### src/rtl/rmq_pkg.sv
// Package for the rotation matrix to quaternion block.
// Holds default widths, the queue depth, branch codes and the control bundle.
// No dependencies.
package rmq_pkg;

  localparam int FRAC_BITS_DEF   = 14;
  localparam int VALUE_WIDTH_DEF = 16;
  localparam int QUEUE_DEPTH     = 2;

  typedef enum logic [1:0] {
    BR_W = 2'd0,
    BR_X = 2'd1,
    BR_Y = 2'd2,
    BR_Z = 2'd3
  } branch_e;

  typedef struct packed {
    branch_e branch;
    logic    bad;
  } rmq_ctl_t;

endpackage

### src/rtl/rmq_fifo.sv
// Short queue between the front end and the arithmetic pipeline.
// Depends on rmq_pkg for the default depth.
module rmq_fifo #(
  parameter int WIDTH = 1,
  parameter int DEPTH = rmq_pkg::QUEUE_DEPTH
) (
  input  logic             clk_i,
  input  logic             rst_ni,
  input  logic             push_valid_i,
  output logic             push_ready_o,
  input  logic [WIDTH-1:0] push_data_i,
  output logic             pop_valid_o,
  input  logic             pop_ready_i,
  output logic [WIDTH-1:0] pop_data_o
);
  import rmq_pkg::*;

  localparam int AW = (DEPTH > 1) ? $clog2(DEPTH) : 1;
  localparam int CW = $clog2(DEPTH + 1);

  logic [WIDTH-1:0] mem_q [DEPTH];
  logic [AW-1:0]    wr_q, rd_q;
  logic [CW-1:0]    cnt_q;
  logic             push, pop;

  assign push_ready_o = (cnt_q != CW'(DEPTH));
  assign pop_valid_o  = (cnt_q != '0);
  assign push         = push_valid_i && push_ready_o;
  assign pop          = pop_valid_o && pop_ready_i;
  assign pop_data_o   = mem_q[rd_q];

  always_ff @(posedge clk_i or negedge rst_ni) begin
    if (!rst_ni) begin
      wr_q  <= '0;
      rd_q  <= '0;
      cnt_q <= '0;
    end else begin
      if (push) begin
        wr_q <= (wr_q == AW'(DEPTH - 1)) ? '0 : wr_q + 1'b1;
      end
      if (pop) begin
        rd_q <= (rd_q == AW'(DEPTH - 1)) ? '0 : rd_q + 1'b1;
      end
      if (push && !pop) begin
        cnt_q <= cnt_q + 1'b1;
      end else if (pop && !push) begin
        cnt_q <= cnt_q - 1'b1;
      end
    end
  end

  always_ff @(posedge clk_i) begin
    if (push) begin
      mem_q[wr_q] <= push_data_i;
    end
  end

  a_cnt_range: assert property (@(posedge clk_i) disable iff (!rst_ni)
    cnt_q <= CW'(DEPTH))
    else $error("queue count beyond depth");
  a_pop_cnt: assert property (@(posedge clk_i) disable iff (!rst_ni)
    pop && !push |=> cnt_q == $past(cnt_q) - 1'b1)
    else $error("queue count did not drop on pop");
  a_ptr_gap: assert property (@(posedge clk_i) disable iff (!rst_ni)
    cnt_q == '0 |-> wr_q == rd_q)
    else $error("empty queue with split pointers");

endmodule

### config.mk
export PLATFORM = sky130hd
export DESIGN_NAME = rmq_fifo
export DESIGN_NICKNAME = d
export VERILOG_FILES = /design/src/rtl/rmq_pkg.sv /design/src/rtl/rmq_fifo.sv
export SDC_FILE = /design/constraint.sdc
export NUM_CORES = 1
export LEC_CHECK = 0
export BUFFER_PORTS_ARGS = -buffer_cell sky130_fd_sc_hd__buf_2
export CORE_AREA = 2 2 39 41
export DETAILED_ROUTE_END_ITERATION = 6
export DIE_AREA = 0 0 41 43
export SLEW_MARGIN = 40
export SYNTH_ARGS = -nofsm -noshare
export SYNTH_HDL_FRONTEND = slang
export SYNTH_SLANG_ARGS = --single-unit
### constraint.sdc
create_clock -name clk_i -period 1.45 [get_ports clk_i]
set_input_delay 0.0725 -clock clk_i [delete_from_list [all_inputs] [get_ports clk_i]]
set_output_delay 0.0725 -clock clk_i [all_outputs]
set_load 0.02 [all_outputs]
==> metrics.yaml, run 1 <==
hold_path.class: "in2reg"
synth_nets: 27
leakagePower_nw: 0.192
core-area_um2: 1380
power_frac_seq_pct: 33.4
portBuffers: 7
min_period_ns: 1.37
yosysMostFrequentCell: "dfrtp_1"
drt_iter0_drc: 6
clkPwrFrac_pct: 15.9
clock_sinks: 6
r2r-end: "cnt_q[1]"
dpl.hpwl_um: 383
crit_path_start_kind: "register"
nNetsFinal: 44
power_density_nw_per_um2: 2280
routabilityCongestion: 0.668
ant_nets: 0
p_int_uw: 620
ys_types: 13
detail_route.wirelength_um: 556
place_area_um2: 345
postSynthCellCount: 21
grt_use_total_pct: 7.79
max_freq_mhz: 732
worstRegToRegCells: 6
num_antenna_cells: 0
grt_max_degree: 5
numCtsBuffers: 3
synthArstFlopShare_pct: 66.7
arrival_ns: 1.48
synth_top_area_share_pct: 35.4
hold_start: "push_data_i"
timing.slew.headroom_pct: 88.1
grt_pass1_vias: 198
grt_overflow_total: 0
drv_slew: 0
drc: 0
syn2layout_area_growth_pct: 48.2
clock_path_buffers: 2
clock_latency_ns: 0.24
die_h_um: 43
grt_pass1_wl_um: 848
worst_slew_pin_slew_ns: 0.179
start_util_pct: 20.4
layout-drive-gt1-share_pct: 61.1
yosys-top-cells-count: "4 x dfrtp_1, 3 x xnor2_1, 2 x edfxtp_1, 2 x nor2_1, 2 x xor2_1"
ir_drop_mv: 0.904
setup_viol: 0
power.total_uw: 957
finalInstanceArea_um2: 419
wire_per_inst_um: 10.7
cts_htree_levels: 1
synth_top_cell_by_area: "dfrtp_1"
synth_warnings: 0
hold_depth: 1
maxCapViolations: 0
comb_power_share_pct: 50.7
cp.required_ns: 1.57
hold-path-endpoint: "mem_q[1]"
cts_tree: "yes"
clockRootBuffer: "clkbuf_4"
antenna_found_initial: 0
switching_share_pct: 35.2
vias_per_cell: 3.90
period_share_pct: 94.2
synth_flop_cell: "dfrtp_1"
worstPathMaxFanout: 3
rows: 14
dr.pass1.iters: 4
die_w_um: 41
io_pins: 8
syn_area_um2: 283
crit_path_end_kind: "register"
post_synth.cell_area_avg_um2: 13.5
dieArea_um2: 1760
path_clk_slew_ns: 0.05
timing.rr.start: "cnt_q[1]"
synth.area.top_cells: "dfrtp_1 35%, edfxtp_1 21%, xnor2_1 9.3%, xor2_1 6.2%, nand2b_4 4.9%"
worstSetupPathType: "reg2reg"
vias: 203
yosysSeqAreaShare_pct: 56.6
r2r_slack_ns: 0.08
switchingPower_uw: 337
status: "finished, final reports clean"
hold_viol: 0
synth_seq_cells: 6
setup_tns_ns: 0
skew_ns: 0.00320
synth-edff-count: 2
## per-layer routing
layer / part of all wire, % / track usage (%)
met3: 7.2 / 4.71
met5: 0 / 0
met1: 46 / 9.90
met4: 0 / 6.00
met2: 47 / 9.06
## stage by stage
| step | hold WS (ns) | util, % | worst slack, ns | instances |
|---|---|---|---|---|
| detailed placement | -0.108 | 25.0 | 0.0413 | 45 |
| global route | 0.0108 | 30.3 | -0.0158 | 52 |
| floorplan | -0.223 | - | 0.0597 | 21 |
| global placement | -0.112 | 25.0 | 0.0447 | 45 |
| finish | 0.0279 | 30.3 | 0.0839 | 52 |
| CTS | 0.0169 | 27.3 | 0.0435 | 49 |
## power groups by stage
stage          clock [mW]  sequential [mW]  combinational, mW
3_5_place_dp            0            0.327              0.373
4_1_cts             0.162            0.326              0.374
2_1_floorplan           0            0.312              0.290
5_1_grt             0.176            0.333              0.538
6_report            0.152            0.319              0.485
3_3_place_gp            0            0.323              0.370
## area by class of cell
cell class	instances	area (um^2)
Clock buffer	3	22.5
Fill cell	147	965
Inverter	1	3.75
Multi-Input combinational cell	14	136
Sequential cell	6	161
Tap cell	16	20.0
Timing Repair Buffer	12	75.1
## sequential cells by signal, summed over array words and instances (netlist names)
| name | count |
|---|---|
| rd_q | 1 |
| mem_q | 2 |
| cnt_q | 2 |
| wr_q | 1 |
## logic make-up (layout without fill, tap and decap cells)
group / after synthesis / count (layout) / synth area share [%]
buffers and inverters: 1 / 16 / 1.33
adder cells (fa/ha/maj): 1 / 1 / 4.42
flip-flops: 6 / 6 / 56.6
XOR/XNOR: 5 / 5 / 15.5
AND/OR/NAND/NOR: 7 / 7 / 18.1
multiplexers: 1 / 1 / 3.98
## cell usage in the layout (no fill, tap or decap)
master         Yosys  final
buf_2              0      7
buf_4              0      4
xnor2_1            3      3
clkbuf_4           0      3
dfrtp_1            4      3
xor2_1             2      2
edfxtp_1           2      2
nand2b_4           1      1
nand2_2            0      1
inv_1              1      1
or2_4              1      1
nand2_4            1      1
mux2_2             1      1
and3_1             1      1
nor2_1             2      1
nor2_2             0      1
ha_4               0      1
dfrtp_2            0      1
dlygate4sd3_1      0      1
## worst max-delay path: stages (launching register included)
cell	delay, ns
dfrtp_1	0.42
or2_4	0.26
nand2_4	0.08
ha_4	0.12
xor2_1	0.17
nor2_2	0.05
xor2_1	0.13
## worst max-delay path by stage
stage	start	to	slack, ns	cells past startpoint
after floorplan	cnt_q[0]	cnt_q[1]	0.06	6
after global placement	cnt_q[0]	cnt_q[1]	0.04	5
after detailed placement	cnt_q[0]	cnt_q[1]	0.04	6
after CTS	cnt_q[0]	cnt_q[1]	0.04	6
after global routing	cnt_q[0]	cnt_q[1]	-0.02	7
final	cnt_q[1]	cnt_q[1]	0.08	6
## what timing repair did
action                                 in CTS  in global routing
endpoints found under the hold margin       4                  0
hold buffers                                1                  0
setup buffers                               0                  3
resized for setup                           0                  4
setup endpoints to repair                   0                  1
Note: power is estimated with default switching activity, not from simulation.
==> run 2, diff against run 1 <==
clock period = 1.1 ns   (was 1.45 ns; I/O delays follow)
==> metrics.yaml, run 2 (synthesis results as in run 1) <==
grt_overflow_total: 0  # unchanged
routabilityCongestion: 0.587  # -12%
drv_slew: 0  # unchanged
clockRootBuffer: "clkbuf_4"
path_buf_inv: 0  # unchanged
switching_share_pct: 34.0  # -1.2 points
nNetsFinal: 50  # +14%
dr.pass1.iters: 2  # -2
clock_latency_ns: 0.24  # about the same
start_util_pct: 20.4  # unchanged
path_clk_slew_ns: 0.05  # about the same
period_share_pct: 121  # +27 points
dpl.hpwl_um: 384  # +0.23%
grt_pass1_vias: 221  # +12%
violations: "setup timing"
worstRegToRegCells: 6  # unchanged
worstPathMaxFanout: 3  # unchanged
reg_top3: "cnt_q: 2 flops, mem_q: 2 flops"
worst-path-stages: 6  # unchanged
p_int_mw: 1.07  # +72%
skew_ns: 0.000702  # -0.00250 ns
drc: 0  # unchanged
rows: 14  # unchanged
core-area_um2: 1380  # unchanged
die_w_um: 41  # unchanged
layout-drive-gt1-share_pct: 72.1  # +11 points
maxCapViolations: 0  # unchanged
detail_route.wirelength_um: 602  # +8.3%
setup_viol: 5  # +5
critical-path-slowest-cell: "dfrtp_1"
drt_iter0_drc: 1  # -5
clkPwrFrac_pct: 13.6  # -2.3 points
arrival_ns: 1.46  # -0.02 ns
cp_top_family: "flip-flops"
cp.required_ns: 1.23  # -0.34 ns
grt_setup_unrepaired: "yes"
fin_ws_ns: -0.232  # -0.316 ns
fillers: 141  # -4.1%
switchingPower_uw: 549  # +63%
portBuffers: 7  # unchanged
wire_per_inst_um: 10.2  # -4.6%
clock_sinks: 6  # unchanged
clock_path_buffers: 2  # unchanged
vias_per_cell: 3.95  # +1.2%
min_period_ns: 1.33  # -0.0343 ns
crit_path_start_kind: "register"
dieArea_um2: 1760  # unchanged
critPathMaxStageDelay_ns: 0.42  # about the same
mostFrequentLayoutCell: "buf_4"
grt_max_degree: 5  # unchanged
ant_nets: 0  # unchanged
crit_chain: "or2_4, nand2_4, ha_4, xor2_2, nor2_2, xor2_1"
power_frac_seq_pct: 26.4  # -7.0 points
grt_use_total_pct: 8.99  # +1.2 points
leakagePower_nw: 0.249  # +30%
worst_slew_pin_slew_ns: 0.186  # +0.00648 ns
numCtsBuffers: 3  # unchanged
cts_htree_levels: 1  # unchanged
hold_viol: 0  # unchanged
max_freq_mhz: 751  # +2.6%
grt_pass1_wl_um: 966  # +14%
worstSetupPathType: "reg2reg"
ir_drop_mv: 1.32  # +46%
die_h_um: 43  # unchanged
most-common-layout-cells: "7 x buf_4, 5 x buf_2, 4 x dfrtp_1, 4 x buf_6, 3 x clkbuf_4"
antenna_found_initial: 0  # unchanged
status: "complete, but fails checks"
fin_util_pct: 38.5  # +8.2 points
crit_path_end_kind: "register"
cts_tree: "yes"
vias: 233  # +15%
comb_power_share_pct: 59.9  # +9.2 points
power_density_nw_per_um2: 3030  # +33%
hold_path.class: "in2async"
timing.slew.headroom_pct: 87.6  # -0.43 points
power.total_mw: 1.62  # +69%
num_antenna_cells: 0  # unchanged
io_pins: 8  # unchanged
syn2layout_area_growth_pct: 88.5
## run 2: cell types whose count changed in the layout (fill, tap and decap cells not counted), sizes merged
cell         change
clkbuf           +1
buf              +5
dlygate4sd3      +1
## run 2: layout make-up
| class | count | area (um^2) | area share (%) |
|---|---|---|---|
| timing repair buffer | 18 | 143 | 26.8 |
| clock buffer | 4 | 26.3 | 4.93 |
| inverter | 1 | 3.75 | 0.704 |
| tap | 16 | 20.0 | 3.76 |
| multi-input combinational | 14 | 180 | 33.8 |
| sequential | 6 | 160 | 30.0 |
## run 2: what timing repair did
action,CTS,global route
pin swaps,3,3
endpoints found under the setup margin,7,8
endpoints found under the hold margin,6,0
setup buffers,3,3
gates resized for setup,8,6
hold buffers,2,0
## run 2: final timing paths
path | startpoint | endpoint | slack (ns)
max | cnt_q[1] | cnt_q[1] | -0.23
min | rst_ni | rd_q | 0.14
max reg2reg | cnt_q[1] | cnt_q[1] | -0.23
min reg2reg | wr_q | wr_q | 0.57
max in group asynchronous | rst_ni | cnt_q[1] | 0.84
min in group clk_i | push_valid_i | wr_q | 0.20
## run 2: power by group through the flow
stage | Combinational, mW | Clock, mW | Sequential, mW
final | 0.969 | 0.221 | 0.428
after global routing | 1.06 | 0.248 | 0.440
after CTS | 0.785 | 0.234 | 0.424
after detailed placement | 0.607 | 0 | 0.425
after global placement | 0.595 | 0 | 0.428
after floorplan | 0.428 | 0 | 0.411
## run 2: routing by layer
layer	routed length, um	vias up	part of all wire (%)	GRT usage (%)
li1	-	110	-	-
met1	246	113	41	10.5
met2	301	8	50	11.3
met3	47	2	7.8	6.28
met4	7	0	1.2	6.00
met5	0	-	0	0
## run 2: through the flow
step	hold slack (ns)	area (um^2)	TNS, ns	worst slack (ns)	instances
floorplan	-0.241	300	-0.376	-0.261	21
CTS	0.140	482	-0.433	-0.242	57
global placement	-0.129	385	-0.414	-0.266	48
detailed placement	-0.131	385	-0.403	-0.255	48
global route	0.150	533	-0.684	-0.285	59
finish	0.143	533	-0.387	-0.232	59
