<file path="config.mk">
export PLATFORM = sky130hd
export DESIGN_NAME = rmq_back_flat
export DESIGN_NICKNAME = d
export VERILOG_FILES = /design/src/rtl/rmq_pkg.sv /design/src/rtl/rmq_out_if.sv /design/src/rtl/rmq_back.sv /design/src/flat_wrapper.sv
export SDC_FILE = /design/constraint.sdc
export NUM_CORES = 1
export LEC_CHECK = 0
export BUFFER_PORTS_ARGS = -buffer_cell sky130_fd_sc_hd__buf_2
export CAP_MARGIN = 20
export CORE_AREA = 2 2 100 102
export DETAILED_ROUTE_END_ITERATION = 7
export DIE_AREA = 0 0 102 104
export HOLD_SLACK_MARGIN = 0.12
export PLACE_DENSITY = 0.61
export SLEW_MARGIN = 20
export SYNTH_ARGS = -nofsm -noshare
export SYNTH_HDL_FRONTEND = slang
export SYNTH_SLANG_ARGS = --single-unit
export TNS_END_PERCENT = 5
</file>
<file path="constraint.sdc">
create_clock -name clk_i -period 1.55 [get_ports clk_i]
set_input_delay 0.0775 -clock clk_i [delete_from_list [all_inputs] [get_ports clk_i]]
set_output_delay 0.0775 -clock clk_i [all_outputs]
set_load 0.005 [all_outputs]
</file>
<file path="src/rtl/rmq_pkg.sv">
// Package for the rotation matrix to quaternion block.
// Holds default widths, the queue depth, branch codes and the control bundle.
// No dependencies.
package rmq_pkg;

  localparam int FRAC_BITS_DEF   = 14;
  localparam int VALUE_WIDTH_DEF = 16;
  localparam int QUEUE_DEPTH     = 2;

  typedef enum logic [1:0] {
    BR_W = 2'd0,
    BR_X = 2'd1,
    BR_Y = 2'd2,
    BR_Z = 2'd3
  } branch_e;

  typedef struct packed {
    branch_e branch;
    logic    bad;
  } rmq_ctl_t;

endpackage

</file>
<file path="src/rtl/rmq_out_if.sv">
// Output channel of the rotation matrix to quaternion block: one quaternion.
// Depends on nothing but its width parameter.
interface rmq_out_if #(
  parameter int W = 16
);
  logic                valid;
  logic                ready;
  logic signed [W-1:0] qw, qx, qy, qz;
  logic [1:0]          root_branch;
  logic                not_rotation;

  modport source (output valid, qw, qx, qy, qz, root_branch, not_rotation,
                  input ready);
  modport sink   (input valid, qw, qx, qy, qz, root_branch, not_rotation,
                  output ready);
endinterface

</file>
<file path="src/rtl/rmq_back.sv">
// Back end: pipelined square root, three pipelined dividers, rounding and output register.
// Depends on rmq_pkg and rmq_out_if.
module rmq_back #(
  parameter int W = rmq_pkg::VALUE_WIDTH_DEF,
  parameter int F = rmq_pkg::FRAC_BITS_DEF,
  parameter int IW = 1
) (
  input  logic          clk_i,
  input  logic          rst_ni,
  input  logic          item_valid_i,
  output logic          item_ready_o,
  input  logic [IW-1:0] item_i,
  rmq_out_if.source     out_o
);
  import rmq_pkg::*;

  localparam int RadW = ((W + 2 > F + 1) ? W + 2 : F + 1) + 1;
  localparam int MagW = RadW - 1;
  localparam int N    = MagW + F;
  localparam int SW   = (N + 1) / 2;
  localparam int DW   = W + 1 + F;
  localparam int DenW = SW + 1;
  localparam int CtlW = $bits(rmq_ctl_t);
  localparam int PW   = 3 * (W + 1) + CtlW;

  logic en;
  logic out_v_q;

  assign en           = !out_v_q || out_o.ready;
  assign item_ready_o = en;

  // Square root, one result bit per stage.
  logic [2*SW-1:0] sq_x [0:SW];
  logic [SW:0]     sq_r [0:SW];
  logic [SW-1:0]   sq_s [0:SW];
  logic [PW-1:0]   sq_p [0:SW];
  logic            sq_v [0:SW];

  assign sq_x[0] = (2*SW)'({item_i[IW-1 -: MagW], {F{1'b0}}});
  assign sq_r[0] = '0;
  assign sq_s[0] = '0;
  assign sq_p[0] = item_i[PW-1:0];
  assign sq_v[0] = item_valid_i;

  for (genvar k = 0; k < SW; k++) begin : g_sq
    logic [SW+2:0] trial, cand;
    logic          ge;
    assign trial = {sq_r[k], sq_x[k][2*SW-1 -: 2]};
    assign cand  = {1'b0, sq_s[k], 2'b01};
    assign ge    = (trial >= cand);

    always_ff @(posedge clk_i or negedge rst_ni) begin
      if (!rst_ni) begin
        sq_v[k+1] <= 1'b0;
      end else if (en) begin
        sq_v[k+1] <= sq_v[k];
      end
    end

    always_ff @(posedge clk_i) begin
      if (en) begin
        sq_x[k+1] <= sq_x[k] << 2;
        sq_r[k+1] <= ge ? (SW+1)'(trial - cand) : trial[SW:0];
        sq_s[k+1] <= (SW > 1) ? {sq_s[k][SW-2:0], ge} : SW'(ge);
        sq_p[k+1] <= sq_p[k];
      end
    end
  end

  // Dividers: each lane forms |n| * 2^F / (2S), one quotient bit per stage.
  logic [DW-1:0]   dv_x [0:2][0:DW];
  logic [DenW-1:0] dv_r [0:2][0:DW];
  logic [DW-1:0]   dv_q [0:2][0:DW];
  logic [DenW-1:0] dv_den [0:DW];
  logic [SW-1:0]   dv_h [0:DW];
  logic [PW-1:0]   dv_p [0:DW];
  logic            dv_v [0:DW];
  logic [SW:0]     root_sum;

  assign root_sum  = {1'b0, sq_s[SW]} + 1'b1;
  assign dv_den[0] = {sq_s[SW], 1'b0};
  assign dv_h[0]   = root_sum[SW:1];
  assign dv_p[0]   = sq_p[SW];
  assign dv_v[0]   = sq_v[SW];

  for (genvar l = 0; l < 3; l++) begin : g_lane_in
    logic signed [W:0] n;
    logic [W:0]        mag;
    assign n   = sq_p[SW][CtlW + (2 - l) * (W + 1) +: W + 1];
    assign mag = n[W] ? (W+1)'(0) - n : n;
    assign dv_x[l][0] = {mag, {F{1'b0}}};
    assign dv_r[l][0] = '0;
    assign dv_q[l][0] = '0;
  end

  for (genvar j = 0; j < DW; j++) begin : g_dv
    always_ff @(posedge clk_i or negedge rst_ni) begin
      if (!rst_ni) begin
        dv_v[j+1] <= 1'b0;
      end else if (en) begin
        dv_v[j+1] <= dv_v[j];
      end
    end

    always_ff @(posedge clk_i) begin
      if (en) begin
        dv_den[j+1] <= dv_den[j];
        dv_h[j+1]   <= dv_h[j];
        dv_p[j+1]   <= dv_p[j];
      end
    end

    for (genvar l = 0; l < 3; l++) begin : g_lane
      logic [DenW:0] t;
      logic          ge;
      assign t  = {dv_r[l][j], dv_x[l][j][DW-1]};
      assign ge = (t >= {1'b0, dv_den[j]});

      always_ff @(posedge clk_i) begin
        if (en) begin
          dv_x[l][j+1] <= dv_x[l][j] << 1;
          dv_r[l][j+1] <= ge ? DenW'(t - {1'b0, dv_den[j]}) : t[DenW-1:0];
          dv_q[l][j+1] <= {dv_q[l][j][DW-2:0], ge};
        end
      end
    end
  end

  // Round half away from zero, restore sign, saturate.
  localparam logic [DW:0] HiV   = {{(DW + 1 - W){1'b0}}, {(W - 1){1'b1}}};
  localparam logic [DW:0] LoMag = {{(DW + 1 - W){1'b0}}, 1'b1, {(W - 1){1'b0}}};

  logic [W-1:0] comp [0:2];
  logic [W-1:0] root_c;
  logic [DW:0]  root_v;
  rmq_ctl_t     ctl_end;

  assign ctl_end = dv_p[DW][CtlW-1:0];
  assign root_v  = (DW+1)'(dv_h[DW]);
  assign root_c  = (root_v > HiV) ? HiV[W-1:0] : root_v[W-1:0];

  for (genvar l = 0; l < 3; l++) begin : g_fin
    logic          neg;
    logic [DenW:0] r2;
    logic [DW:0]   qr, qn;
    assign neg = dv_p[DW][CtlW + (2 - l) * (W + 1) + W];
    assign r2  = {dv_r[l][DW], 1'b0};
    assign qr  = {1'b0, dv_q[l][DW]} + (DW+1)'(r2 >= {1'b0, dv_den[DW]});
    assign qn  = (DW+1)'(0) - qr;
    always_comb begin
      if (!neg) begin
        comp[l] = (qr > HiV) ? HiV[W-1:0] : qr[W-1:0];
      end else begin
        comp[l] = (qr > LoMag) ? LoMag[W-1:0] : qn[W-1:0];
      end
    end
  end

  logic [W-1:0] qw_d, qx_d, qy_d, qz_d;

  always_comb begin
    case (ctl_end.branch)
      BR_W: begin
        qw_d = root_c;  qx_d = comp[0]; qy_d = comp[1]; qz_d = comp[2];
      end
      BR_Z: begin
        qz_d = root_c;  qw_d = comp[0]; qx_d = comp[1]; qy_d = comp[2];
      end
      BR_Y: begin
        qy_d = root_c;  qw_d = comp[0]; qx_d = comp[1]; qz_d = comp[2];
      end
      default: begin
        qx_d = root_c;  qw_d = comp[0]; qy_d = comp[1]; qz_d = comp[2];
      end
    endcase
    if (ctl_end.bad) begin
      qw_d = '0;
      qx_d = '0;
      qy_d = '0;
      qz_d = '0;
    end
  end

  always_ff @(posedge clk_i or negedge rst_ni) begin
    if (!rst_ni) begin
      out_v_q <= 1'b0;
    end else if (en) begin
      out_v_q <= dv_v[DW];
    end
  end

  always_ff @(posedge clk_i) begin
    if (en) begin
      out_o.qw           <= qw_d;
      out_o.qx           <= qx_d;
      out_o.qy           <= qy_d;
      out_o.qz           <= qz_d;
      out_o.root_branch  <= ctl_end.branch;
      out_o.not_rotation <= ctl_end.bad;
    end
  end

  assign out_o.valid = out_v_q;

  a_bad_zero: assert property (@(posedge clk_i) disable iff (!rst_ni)
    out_v_q && out_o.not_rotation |->
      out_o.qw == '0 && out_o.qx == '0 && out_o.qy == '0 && out_o.qz == '0)
    else $error("flagged result carries nonzero components");
  a_w_good: assert property (@(posedge clk_i) disable iff (!rst_ni)
    out_v_q && out_o.root_branch == BR_W |-> !out_o.not_rotation)
    else $error("trace branch flagged as not a rotation");
  a_hold: assert property (@(posedge clk_i) disable iff (!rst_ni)
    !en && dv_v[DW] |=> dv_v[DW])
    else $error("pipeline tail lost an item during a stall");

endmodule

</file>
<file path="src/flat_wrapper.sv">
// flat-port wrapper written by rule: the top's interface ports become plain ports
module rmq_back_flat import rmq_pkg::*;
#(
  parameter int W = rmq_pkg::VALUE_WIDTH_DEF,
  parameter int F = rmq_pkg::FRAC_BITS_DEF,
  parameter int IW = 1
)
  (clk_i, rst_ni, item_valid_i, item_ready_o, item_i, out_o_valid, out_o_qw, out_o_qx, out_o_qy, out_o_qz, out_o_root_branch, out_o_not_rotation, out_o_ready);
  rmq_out_if #(.W(W)) out_o_i ();
  input  logic clk_i;
  input  logic rst_ni;
  input  logic item_valid_i;
  output logic item_ready_o;
  input  logic [IW-1:0] item_i;
  output wire logic [$bits(out_o_i.valid)-1:0] out_o_valid;
  output wire logic [$bits(out_o_i.qw)-1:0] out_o_qw;
  output wire logic [$bits(out_o_i.qx)-1:0] out_o_qx;
  output wire logic [$bits(out_o_i.qy)-1:0] out_o_qy;
  output wire logic [$bits(out_o_i.qz)-1:0] out_o_qz;
  output wire logic [$bits(out_o_i.root_branch)-1:0] out_o_root_branch;
  output wire logic [$bits(out_o_i.not_rotation)-1:0] out_o_not_rotation;
  input wire logic [$bits(out_o_i.ready)-1:0] out_o_ready;
  assign out_o_valid = out_o_i.valid;
  assign out_o_qw = out_o_i.qw;
  assign out_o_qx = out_o_i.qx;
  assign out_o_qy = out_o_i.qy;
  assign out_o_qz = out_o_i.qz;
  assign out_o_root_branch = out_o_i.root_branch;
  assign out_o_not_rotation = out_o_i.not_rotation;
  assign out_o_i.ready = out_o_ready;
  rmq_back #(.W(W), .F(F), .IW(IW)) u_core (.clk_i(clk_i), .rst_ni(rst_ni), .item_valid_i(item_valid_i), .item_ready_o(item_ready_o), .item_i(item_i), .out_o(out_o_i));
endmodule
</file>
==> out/metrics.csv <==
metric;value;unit
status;complete, no violations;
fin_setup_tns;0;ns
cts_sinks;96;
p_int;3.75;mW
p_seq_share;63.1;%
r2r-start;u_core.out_o.valid;
rrSetupSlack;0.28;ns
max-slew-margin-rel;61.0;%
p_leak;1.67;nW
place_hpwl;2360;µm
total_power;4.82;mW
overflow;0;
die_w;102;µm
path_max_fanout;12;
drt_first_iter_violations;54;
report.final.slew_viol_count;0;
stdcell_area;0.00396;mm²
whs;0.254;ns
grt_pass1_vias;1304;
htree_levels;3;
grt_max_degree;49;
drive_above_1_share;31.4;%
clockBufferDepth;2;
finalWorstSetupSlack;0.200;ns
antennaDiodeCount;0;
wl_per_cell;10.6;µm
startpoint_type;register;
crit_path_cell_trace;nand2b_4, buf_4, buf_2;
synthCells;217;
multi_input_area;827;µm²
cts-resized-gates;0;
powerDensity;1220;mW/mm²
ant_nets;0;
criticalPathCategory;reg2out;
power_switching;1.07;mW
seqCellArea;0.00264;mm²
required;1.47;ns
coreArea;0.00955;mm²
finalSetupViolations;0;
fin_skew;0.00481;ns
syn_area;0.00376;mm²
fin_crit;1.35;ns
viasPerCell;3.80;
power.share.clock;28.6;%
max_cap_viol_count;0;
routed_wirelength;3990;µm
ys_seq_area_share;70.3;%
r2r_cells;3;
worst_slew_pin_slew;0.585;ns
cp_slowest_cell;dfrtp_1;
rows;36;
arrival;1.27;ns
reg2reg_to;u_core.dv_v[0];
grt_pass1_wl;6470;µm
syn_to_final_growth;5.46;%
place_ws;0.276;ns
insertion_delay;0.35;ns
path_depth;3;
crit_path_max_incr_delay;0.41;ns
dpl-instance-area;0.00377;mm²
drc;0;
end_kind;primary output;
cts_tree;done;
pin_count;74;
portBuffers;7;
nFillCells;904;
root_buffer;clkbuf_8;
yosys_register_bits;96;
cp.buffers_inverters;2;
hold_viol_final;0;
crit_family;flip-flops;
nets;245;
rsz0062_at_grt;no;
grt_usage;8.21;%
die_y;104;µm
fin_crit_sh;87.1;%
clk_pin_slew;0.08;ns
critPathLaunch;u_core.out_o.valid;
fmax;741;MHz
power_frac_comb;8.3;%
avgSynthCellArea;17.3;µm²
dieArea;0.0106;mm²
whs_path_depth;3;
peakVddDrop;0.000716;V
firstDrtPassIters;4;
initial_utilization;39.4;%
cp-endpoint;item_ready_o;
min-delay-path-class;in2reg;
cts_buffers;9;
antenna_found_initial;0;
ys_warn_count;0;
place_congestion;0.632;
ys_types;10;
p_sw_share;22.2;%
vias;1436;
-- per-stage QoR --
stage                     std cells  util (%)
after floorplan                 282         -
after global placement          359      39.5
after detailed placement        359      39.5
after CTS                       378      41.5
after global routing            378      41.5
final                           378      41.5
-- sequential cells by signal, indices dropped and copies added (netlist names) --
register	flops
u_core.sq_p	15
u_core.ctl_end	1
u_core.sq_v	15
u_core.out_o.valid	1
u_core.out_o.not_rotation	1
u_core.dv_p	31
u_core.dv_v	32
-- tightest hold or removal path, delay by kind of cell --
kind	cells	cell delay (ns)
and+or+nand+nor	1	0.22
muxes	1	0.17
buffers and inverters	1	0.10
-- power by group through the flow --
stage          sequential (mW)  combinational (mW)  clock, mW
5_1_grt                   3.07               0.449       1.57
4_1_cts                   3.04               0.408       1.47
2_1_floorplan             3.06               0.427          0
3_3_place_gp              3.09               0.390          0
6_report                  3.04               0.401       1.38
3_5_place_dp              3.09               0.403          0
-- synth_stat cells --
| cell type | count | area (µm²) |
|---|---|---|
| conb_1 | 1 | 3.75 |
| edfxtp_1 | 48 | 1440 |
| mux2_4 | 8 | 120 |
| mux2_2 | 39 | 439 |
| buf_6 | 2 | 22.5 |
| buf_4 | 66 | 495 |
| buf_2 | 3 | 15.0 |
| dfrtp_1 | 48 | 1200 |
| nand2b_1 | 1 | 6.26 |
| nand2b_4 | 1 | 13.8 |
-- what timing repair did --
| action | 4_1_cts | 5_1_grt |
|---|---|---|
| endpoints found under the hold margin | 50 | 0 |
| buffers inserted | 0 | 0 |
| hold buffers | 3 | 0 |
-- routing by layer --
metal	global-route usage, %	vias up	wire length, µm
li1	-	663	-
met1	10.8	736	1860
met2	10.8	30	1840
met3	4.84	7	229
met4	3.71	0	63
met5	0	-	0
-- how the worst min path moves through the flow --
stage / startpoint / endpoint / slack, ns
after floorplan: rst_ni / u_core.dv_v[0] / -0.22
after global placement: rst_ni / u_core.dv_v[6] / 0.21
after detailed placement: rst_ni / u_core.dv_v[5] / 0.22
after CTS: out_o_ready / u_core.dv_v[23] / 0.22
after global routing: out_o_ready / u_core.dv_v[25] / 0.25
final: out_o_ready / u_core.dv_v[23] / 0.25
-- layout by cell type (no fill, tap or decap) --
cell type,instances
conb_1,66
edfxtp_1,48
dfrtp_1,48
mux2_2,39
clkbuf_8,9
mux2_4,8
buf_2,7
buf_4,5
dlygate4sd3_1,3
buf_12,3
clkbuf_1,2
clkinv_2,2
clkinvlp_4,2
nand2b_4,1
nand2b_1,1
clkinv_4,1
-- cell families (layout without fill, tap and decap cells) --
group                  after synthesis  in the layout  synth area share (%)
buffers and inverters               71             34                  14.2
DFF                                 96             96                  70.3
muxes                               47             47                  14.9
other                                1             66                0.0998
and+or+nand+nor                      2              2                 0.533
-- cell type report --
cell class,instances,share of cell area [%]
clock buffer,11,3.31
clock inverter,5,0.852
multi-input combinational,115,20.9
sequential,96,66.7
tap,133,4.20
timing repair buffer,18,4.10
Power figures use the tool's default switching activity.
